## config.mk

```make
export PLATFORM = sky130hd
export DESIGN_NAME = response_suffix_matcher_unit
export DESIGN_NICKNAME = d
export VERILOG_FILES = /design/src/design/rsm_pkg.sv /design/src/design/rsm_cell.sv /design/src/design/rsm_outbuf.sv /design/src/design/response_suffix_matcher_unit.sv
export SDC_FILE = /design/constraint.sdc
export NUM_CORES = 1
export LEC_CHECK = 0
export BUFFER_PORTS_ARGS = -buffer_cell sky130_fd_sc_hd__buf_2
export CAP_MARGIN = 0
export CORE_MARGIN = 1
export CORE_UTILIZATION = 38
export DETAILED_ROUTE_END_ITERATION = 12
export GPL_TIMING_DRIVEN = 0
export PLACE_DENSITY = 0.64
export SYNTH_ARGS = -nofsm -noshare
export SYNTH_HDL_FRONTEND = slang
export SYNTH_SLANG_ARGS = --single-unit
```

## constraint.sdc

```tcl
create_clock -name clk -period 12.5 [get_ports clk]
set_input_delay 2.5 -clock clk [delete_from_list [all_inputs] [get_ports clk]]
set_output_delay 2.5 -clock clk [all_outputs]
set_load 0.005 [all_outputs]
```

## src/design/rsm_pkg.sv

```systemverilog
`default_nettype none

package rsm_pkg;

  // Item kinds carried on the mode field.
  localparam logic [1:0] MODE_START = 2'd0;
  localparam logic [1:0] MODE_BYTE  = 2'd1;
  localparam logic [1:0] MODE_TICK  = 2'd2;

  // Pattern register layout: seven character bytes, length in the top three bits.
  localparam int PAT_W     = 59;
  localparam int PAT_BYTES = 7;
  localparam int LEN_LSB   = 56;
  localparam int LEN_W     = 3;

  // Configuration register indexes.
  localparam int          CFG_IDX_W   = 3;
  localparam logic [2:0]  TIMEOUT_IDX = 3'd7;

  // Reset contents: "OK" CR LF and "ERROR" CR LF, last character in byte 0.
  localparam logic [PAT_W-1:0] PAT_ONE_RESET = 59'h400_0000_4F4B_0D0A;
  localparam logic [PAT_W-1:0] PAT_TWO_RESET = 59'h745_5252_4F52_0D0A;

  localparam logic [15:0] DEFAULT_TIMEOUT = 16'd1000;

  // Control from the sequencer to every history cell.
  typedef struct packed {
    logic shift;
    logic clear;
  } cell_ctl_t;

  // One result word.
  typedef struct packed {
    logic       done_res;
    logic [2:0] matched;
    logic       waiting;
  } res_t;

endpackage

`default_nettype wire

```

## src/design/rsm_cell.sv

```systemverilog
`default_nettype none

module rsm_cell import rsm_pkg::*; #(
  parameter int N_PAT = 7
) (
  input  wire logic                  clk,
  input  wire logic                  rst_n,
  input  wire cell_ctl_t             ctl,
  input  wire logic [7:0]            din,
  input  wire logic                  valid_in,
  input  wire logic [N_PAT-1:0][7:0] pat_byte,
  output logic [7:0]                 dout,
  output logic                       valid_out,
  output logic [N_PAT-1:0]           hit
);

  logic [7:0] byte_r;
  logic       valid_r;
  logic       valid_nxt;

  // The incoming byte is what this cell holds after the shift, so it is
  // compared against this position of every pattern.
  always_comb begin
    for (int p = 0; p < N_PAT; p++) begin
      hit[p] = (din == pat_byte[p]);
    end
  end

  // Valid follows the neighbor on a shift; a start empties the cell.
  always_comb begin
    valid_nxt = valid_r;
    if (ctl.clear) begin
      valid_nxt = 1'b0;
    end else if (ctl.shift) begin
      valid_nxt = valid_in;
    end
  end

  always_ff @(posedge clk) begin
    if (!rst_n) begin
      valid_r <= 1'b0;
    end else begin
      valid_r <= valid_nxt;
    end
  end

  // Character storage needs no reset; no match uses an empty cell's byte.
  always_ff @(posedge clk) begin
    if (ctl.shift) begin
      byte_r <= din;
    end
  end

  assign dout      = byte_r;
  assign valid_out = valid_r;

endmodule

`default_nettype wire

```

## src/design/rsm_outbuf.sv

```systemverilog
`default_nettype none

module rsm_outbuf import rsm_pkg::*; (
  input  wire logic clk,
  input  wire logic rst_n,
  input  wire logic push,
  input  wire res_t push_res,
  input  wire logic out_stall,
  output logic      out_valid,
  output res_t      out_res,
  output logic      full
);

  logic out_valid_r, out_valid_nxt;
  logic skid_valid_r, skid_valid_nxt;
  res_t out_res_r, out_res_nxt;
  res_t skid_res_r, skid_res_nxt;
  logic take;

  assign take = out_valid_r & ~out_stall;

  // Output register backed by one skid word. A push only comes while the
  // skid word is empty.
  always_comb begin
    out_valid_nxt  = out_valid_r;
    skid_valid_nxt = skid_valid_r;
    out_res_nxt    = out_res_r;
    skid_res_nxt   = skid_res_r;
    if (take) begin
      if (skid_valid_r) begin
        out_res_nxt    = skid_res_r;
        skid_valid_nxt = 1'b0;
      end else begin
        out_valid_nxt = 1'b0;
      end
    end
    if (push) begin
      if (!out_valid_r || (take && !skid_valid_r)) begin
        out_valid_nxt = 1'b1;
        out_res_nxt   = push_res;
      end else begin
        skid_valid_nxt = 1'b1;
        skid_res_nxt   = push_res;
      end
    end
  end

  always_ff @(posedge clk) begin
    if (!rst_n) begin
      out_valid_r  <= 1'b0;
      skid_valid_r <= 1'b0;
    end else begin
      out_valid_r  <= out_valid_nxt;
      skid_valid_r <= skid_valid_nxt;
    end
  end

  always_ff @(posedge clk) begin
    out_res_r  <= out_res_nxt;
    skid_res_r <= skid_res_nxt;
  end

  assign out_valid = out_valid_r;
  assign out_res   = out_res_r;
  assign full      = skid_valid_r;

endmodule

`default_nettype wire

```

## src/design/response_suffix_matcher_unit.sv

```systemverilog
// Reply matcher for a serial modem link.
// Input channel (in_valid / in_stall): one word per item. in_mode selects
// start a wait, received byte (in_rx_byte) or one millisecond tick.
// Result channel (out_valid / out_stall): exactly one word per input word,
// in order: out_done_res, out_matched (pattern 1..N, 0 on timeout) and
// out_waiting.
// Configuration: cfg_we writes cfg_wdata to register cfg_index at the clock
// edge: indexes 0..6 are the reply patterns, index 7 the timeout in ms.
// Each result word is registered in the output register, or in the skid
// word while the output word is held. One item is taken every cycle while
// in_stall is low. The history is a row of byte cells that shifts on every
// stored byte; all pattern compares finish in the accepting cycle.
// The output register has one skid word behind it, so an item is still
// taken while one result waits; in_stall rises only when both are full.
// Reset (rst_n low at a clock edge) loads the default patterns "OK" CR LF
// and "ERROR" CR LF, a 1000 ms timeout, closes any wait and drops results.
`default_nettype none

module response_suffix_matcher_unit import rsm_pkg::*; #(
  parameter int PATTERN_CHARS = 7,
  parameter int PATTERN_COUNT = 7
) (
  input  wire logic                 clk,
  input  wire logic                 rst_n,
  input  wire logic                 in_valid,
  output logic                      in_stall,
  input  wire logic [1:0]           in_mode,
  input  wire logic [7:0]           in_rx_byte,
  output logic                      out_valid,
  input  wire logic                 out_stall,
  output logic                      out_done_res,
  output logic [2:0]                out_matched,
  output logic                      out_waiting,
  input  wire logic                 cfg_we,
  input  wire logic [CFG_IDX_W-1:0] cfg_index,
  input  wire logic [PAT_W-1:0]     cfg_wdata
);

  localparam int CNT_W = 4;

  logic [PAT_W-1:0] pat_r [PATTERN_COUNT];
  logic [15:0]      timeout_r;
  logic             running_r, running_nxt;
  logic [15:0]      elapsed_r, elapsed_nxt;

  logic      accept;
  logic      buf_full;
  cell_ctl_t ctl;
  res_t      res;
  res_t      out_res;

  logic [PATTERN_CHARS-1:0][7:0]                    cell_din;
  logic [PATTERN_CHARS-1:0][7:0]                    cell_dout;
  logic [PATTERN_CHARS-1:0]                         cell_vin;
  logic [PATTERN_CHARS-1:0]                         cell_vout;
  logic [PATTERN_CHARS-1:0][PATTERN_COUNT-1:0]      cell_hit;
  logic [PATTERN_CHARS-1:0][PATTERN_COUNT-1:0][7:0] cell_pat;

  logic [PATTERN_COUNT-1:0] pat_hit;
  logic [2:0]               first_hit;
  logic [15:0]              elapsed_inc;
  logic [15:0]              limit;

  assign accept   = in_valid & ~in_stall;
  assign in_stall = buf_full;

  // Configuration registers.
  always_ff @(posedge clk) begin
    if (!rst_n) begin
      for (int p = 0; p < PATTERN_COUNT; p++) begin
        pat_r[p] <= (p == 0) ? PAT_ONE_RESET : ((p == 1) ? PAT_TWO_RESET : '0);
      end
      timeout_r <= DEFAULT_TIMEOUT;
    end else if (cfg_we) begin
      for (int p = 0; p < PATTERN_COUNT; p++) begin
        if (cfg_index == CFG_IDX_W'(p)) begin
          pat_r[p] <= cfg_wdata;
        end
      end
      if (cfg_index == TIMEOUT_IDX) begin
        timeout_r <= cfg_wdata[15:0];
      end
    end
  end

  // Cell control: a start empties the row, a stored byte shifts it.
  always_comb begin
    ctl.clear = accept && (in_mode == MODE_START);
    ctl.shift = accept && (in_mode == MODE_BYTE) && running_r && (in_rx_byte != 8'd0);
  end

  // Row of history cells, newest character in cell 0.
  for (genvar k = 0; k < PATTERN_CHARS; k++) begin : g_cell
    if (k == 0) begin : g_head
      assign cell_din[k] = in_rx_byte;
      assign cell_vin[k] = 1'b1;
    end else begin : g_link
      assign cell_din[k] = cell_dout[k-1];
      assign cell_vin[k] = cell_vout[k-1];
    end

    for (genvar p = 0; p < PATTERN_COUNT; p++) begin : g_pat
      if (k < PAT_BYTES) begin : g_byte
        assign cell_pat[k][p] = pat_r[p][8*k +: 8];
      end else begin : g_none
        assign cell_pat[k][p] = 8'd0;
      end
    end

    rsm_cell #(
      .N_PAT(PATTERN_COUNT)
    ) u_cell (
      .clk      (clk),
      .rst_n    (rst_n),
      .ctl      (ctl),
      .din      (cell_din[k]),
      .valid_in (cell_vin[k]),
      .pat_byte (cell_pat[k]),
      .dout     (cell_dout[k]),
      .valid_out(cell_vout[k]),
      .hit      (cell_hit[k])
    );
  end

  // A pattern matches when its length is nonzero, the row holds at least
  // that many characters after the shift and every cell below it agrees.
  always_comb begin
    logic [LEN_W-1:0] len;
    logic             all_eq;
    logic             filled;
    for (int p = 0; p < PATTERN_COUNT; p++) begin
      len    = pat_r[p][LEN_LSB +: LEN_W];
      all_eq = (len != '0);
      filled = 1'b0;
      for (int k = 0; k < PATTERN_CHARS; k++) begin
        if ({1'b0, len} == CNT_W'(k + 1)) begin
          filled = cell_vin[k];
        end
        if ((CNT_W'(k) < {1'b0, len}) && !cell_hit[k][p]) begin
          all_eq = 1'b0;
        end
      end
      pat_hit[p] = all_eq & filled;
    end
  end

  // Lowest-numbered matching pattern wins.
  always_comb begin
    first_hit = 3'd0;
    for (int p = PATTERN_COUNT - 1; p >= 0; p--) begin
      if (pat_hit[p]) begin
        first_hit = 3'(p + 1);
      end
    end
  end

  // Millisecond count saturates; a zero limit stands for the default.
  assign elapsed_inc = (elapsed_r == 16'hFFFF) ? elapsed_r : elapsed_r + 16'd1;
  assign limit       = (timeout_r == 16'd0) ? DEFAULT_TIMEOUT : timeout_r;

  // Wait sequencing and the result word of the accepted item.
  always_comb begin
    running_nxt  = running_r;
    elapsed_nxt  = elapsed_r;
    res.done_res = 1'b0;
    res.matched  = 3'd0;
    unique case (in_mode)
      MODE_START: begin
        running_nxt = 1'b1;
        elapsed_nxt = 16'd0;
      end
      MODE_BYTE: begin
        if (running_r && (in_rx_byte != 8'd0) && (first_hit != 3'd0)) begin
          res.done_res = 1'b1;
          res.matched  = first_hit;
          running_nxt  = 1'b0;
        end
      end
      MODE_TICK: begin
        if (running_r) begin
          elapsed_nxt = elapsed_inc;
          if (elapsed_inc >= limit) begin
            res.done_res = 1'b1;
            running_nxt  = 1'b0;
          end
        end
      end
      default: begin
      end
    endcase
    res.waiting = running_nxt;
  end

  always_ff @(posedge clk) begin
    if (!rst_n) begin
      running_r <= 1'b0;
      elapsed_r <= 16'd0;
    end else if (accept) begin
      running_r <= running_nxt;
      elapsed_r <= elapsed_nxt;
    end
  end

  rsm_outbuf u_outbuf (
    .clk      (clk),
    .rst_n    (rst_n),
    .push     (accept),
    .push_res (res),
    .out_stall(out_stall),
    .out_valid(out_valid),
    .out_res  (out_res),
    .full     (buf_full)
  );

  assign out_done_res = out_res.done_res;
  assign out_matched  = out_res.matched;
  assign out_waiting  = out_res.waiting;

  // The skid word only fills behind a held output word.
  a_stall_has_output: assert property (@(posedge clk) disable iff (!rst_n)
    in_stall |-> out_valid)
    else $error("input stalled with no result word on the output");

  // A word that ends the wait never reports the wait as still open.
  a_done_closes: assert property (@(posedge clk) disable iff (!rst_n)
    (out_valid && out_done_res) |-> !out_waiting)
    else $error("finished result still reports waiting");

  // A pattern number is only reported on a finishing word.
  a_match_is_done: assert property (@(posedge clk) disable iff (!rst_n)
    (out_valid && (out_matched != 3'd0)) |-> out_done_res)
    else $error("pattern number without done");

  // A start opens a wait with an empty history row.
  a_start_opens: assert property (@(posedge clk) disable iff (!rst_n)
    (accept && (in_mode == MODE_START)) |=> (running_r && (cell_vout == '0)))
    else $error("start did not open a clean wait");

endmodule

`default_nettype wire

```

==> key figures <==
Floorplan
  – Die area: 0.0649 mm^2
  – I/O pin count: 84
  – Core Footprint: 0.0631 mm^2
  – Die boundary width: 255 um
  – Die height: 255 um
  – Cell row count: 92
  – Initial Utilization: 38.5%

Worst hold path
  – Worst hold path class: reg2reg
  – Hold wc startpoint: g_cell[4].u_cell.dout[6]
  – WHS Endpoint: g_cell[5].u_cell.dout[6]
  – Hold Path Depth: 0

Setup path
  – Crit path largest cell delay: 0.94 ns
  – Critical path required time: 12.88 ns
  – CP Max Fanout: 8
  – Critical path, cell by cell: buf_2, clkbuf_1, xnor2_1, nand4_1, nor2_1, o211ai_1, a2111oi_1, nor3_1, nand3_2, o211ai_2, and2_1
  – Reg2reg setup slack: 8.03 ns
  – Critical Path Slowest Stage Cell: a2111oi_1
  – Critical path type: in2reg
  – RR Startpoint: elapsed_r[3]
  – Worst-case reg-to-reg path depth: 17
  – RR Endpoint: u_outbuf.skid_res_r[4]
  – CP Launch Type: input pin
  – Critical path capture point type: flop
  – Arrival @ worst endpoint: 5.40 ns

Layout
  – Design Area, Final: 0.0276 mm^2
  – Commonest cells after routing, fill and taps aside: edfxtp_1 (466), nor2_1 (363), xnor2_1 (241)
  – Layout Area Growth over Synthesis: 13.7%
  – Nets@finish: 2301
  – Commonest non-fill, non-tap cell in the layout: edfxtp_1
  – # diodes: 0
  – Fraction of final layout cells sized beyond drive strength 1: 11.9%

Route
  – WL final: 67.6 mm
  – Post-route ant nets: 0
  – DR WL/cell: 21.9 um
  – Initial drt markers: 1596
  – DRC violations left: 0
  – Pre-antenna DRT Iters: 6
  – Routed via count: 16200
  – Via/cell ratio: 5.25

Logic synthesis
  – #FFs+latches synth: 512
  – Yosys warns: 0
  – Synthesized Nets: 2160
  – Synth top area cells: edfxtp_1 (58%), xnor2_1 (8.7%), xor2_1 (5.8%), nor2_1 (5.6%), dfxtp_1 (3.8%)
  – Primary FF master, synth: edfxtp_1
  – Post-synth top area share: 57.7%
  – Sequential element share of the synthesized area: 61.5%
  – EDFF count, synth: 466
  – Post-synth top area cell: edfxtp_1
  – Synth Area per Inst: 11.8 um^2
  – Asr flop ratio synth: 0%
  – Synth unique cells: 74
  – Post-Syn Area: 0.0243 mm^2
  – Gate Count Post-Synth: 2062

Global routing
  – Largest net degree at the start of global routing: 60
  – Vias in the first global route: 16000
  – GRT overflow: 0
  – First-pass GRT wire length: 101 mm
  – Gr usage total: 21.0%
  – Initial antenna violation count: 2

CTS
  – Clk sinks: 512
  – Cts bufs inserted: 54
  – Post-cts resize count: 0
  – Clk slew on worst S/H paths: 0.06 ns
  – Post-CTS setup buffer count: 0
  – CTS Hold Bufs: 0
  – Clk Latency, worst-skew pair: 0.63 ns
  – Deepest clock path buffer count: 3
  – Htree depth: 2
  – CTS tree: yes
  – Root buf cell: clkbuf_16

STA
  – Final hold vios: 0
  – Fin crit period: 5.02 ns
  – Final Cycle Share: 40.2%
  – Setup repair after global routing missed its margin: false
  – Peak Freq: 0.199 GHz
  – Slew Viols, Final: 0
  – Setup TNS: 0 ns
  – Setup Skew: 0.0321 ns
  – Worst-Margin Slew: 1.17 ns
  – Final setup viols: 0
  – Slew Limit Headroom: 21.8%

Place
  – Placed cell area: 0.0259 mm^2
  – Post-DP HPWL: 47.8 mm
  – # port buffers: 81
  – Gpl congestion: 0.897

Pwr
  – Pwr Total: 0.00390 W
  – Net switching power: 0.000915 W
  – Switch share: 23.5%
  – Int Pwr: 0.00298 W
  – Leakage: 9.69 nW
  – Peak VDD IR: 0.000107 V
  – Pwr Density: 141 mW/mm^2
  – Clock share of power: 40.9%
  – Combinational fraction of design power: 7.2%
  – Flop pwr share: 51.9%

Run status
  – Outcome: finished, final reports clean

Run
  – Max-cap violations: 0
-- synthesized netlist by cell type, types with 4 or more instances --
master,count
mux2_2,5
buf_2,36
and4_1,4
nor3_1,10
a21o_1,8
a31oi_1,8
or2_2,40
o21ai_0,17
nor2b_1,13
o21ai_1,4
o211ai_1,7
xor2_1,162
nor2_1,364
nand4_1,62
a21oi_1,26
a21boi_0,11
ha_1,21
nand2b_1,7
xnor2_1,241
inv_1,86
nor4_1,49
mux2i_1,16
o211a_1,4
nand3_1,33
dfxtp_1,46
nand2_1,143
buf_6,4
a22oi_1,8
edfxtp_1,466
clkbuf_1,79
and3b_1,4
and2_1,4
o21a_1,4
o22ai_1,9
-- metrics by stage --
step / util, % / setup slack, ns / hold slack (ns) / std cells
final: 43.8 / 7.48 / 0.450 / 3093
after global routing: 43.8 / 7.40 / 0.455 / 3093
after CTS: 43.8 / 7.44 / 0.451 / 3093
after detailed placement: 41.0 / 6.80 / 0.434 / 2993
after global placement: 40.8 / 4.96 / 0.435 / 2989
after floorplan: - / 6.47 / 0.421 / 2062
-- state kept, by name, indices dropped and copies added (netlist names) --
| register | cells |
|---|---|
| u_outbuf.full | 1 |
| pat_r | 413 |
| timeout_r | 16 |
| u_outbuf.out_valid | 1 |
| elapsed_r | 16 |
| g_cell.u_cell.valid_out | 6 |
| running_r | 1 |
| g_cell.u_cell.dout | 48 |
| u_outbuf.out_res | 5 |
| u_outbuf.skid_res_r | 5 |
-- area by class of cell --
type	count	area, um^2
Fill cell	5950	35500
Tap cell	846	1060
Clock buffer	74	1450
Clock inverter	26	265
Sequential cell	512	14900
Multi-Input combinational cell	1339	8530
Inverter	86	323
Buffer	125	556
Timing Repair Buffer	85	500
-- worst max-delay path by stage --
stage | start | end | slack [ns] | cells after the start
after global placement | in_rx_byte[2] | g_cell[5].u_cell.valid_out | 4.96 | 8
after detailed placement | in_rx_byte[2] | u_outbuf.skid_res_r[0] | 6.80 | 11
after CTS | in_rx_byte[2] | u_outbuf.skid_res_r[0] | 7.44 | 11
after global routing | in_rx_byte[2] | u_outbuf.skid_res_r[0] | 7.40 | 11
final | in_rx_byte[2] | u_outbuf.skid_res_r[0] | 7.48 | 11
after floorplan | in_rx_byte[2] | g_cell[1].u_cell.valid_out | 6.47 | 7
-- power by group through the flow --
stage	Combinational [W]	Sequential [W]	Clock, W
global placement	0.000268	0.00206	0
finish	0.000279	0.00202	0.00160
detailed placement	0.000279	0.00206	0
CTS	0.000280	0.00202	0.00160
floorplan	0.000175	0.00205	0
global route	0.000303	0.00203	0.00168
-- kinds of logic (layout without fill, tap and decap cells) --
group           after synthesis  count (layout)  share of synthesized area, %
flops                       512             512                          61.5
mux                          21              21                         0.892
buf+inv                     211             396                          3.62
simple gates                752             752                          14.2
fa+ha+maj                    21              21                          1.08
compound gates              142             142                          4.16
xor+xnor                    403             403                          14.5
-- critical path, delay by kind of cell --
kind,cells,cell delay (ns)
AOI/OAI and AO/OA,3,1.19
xor gates and xnor gates,1,0.19
buffers and inverters,2,0.66
and+or+nand+nor,5,0.85
-- layer usage --
metal	vias to the layer above	part of all wire [%]	GRT usage, %
met5	-	0	0
met2	660	47	34.5
met1	8088	43	29.2
met4	0	2.2	5.15
li1	7380	-	-
met3	108	7.4	3.18
Power figures use the tool's default switching activity.
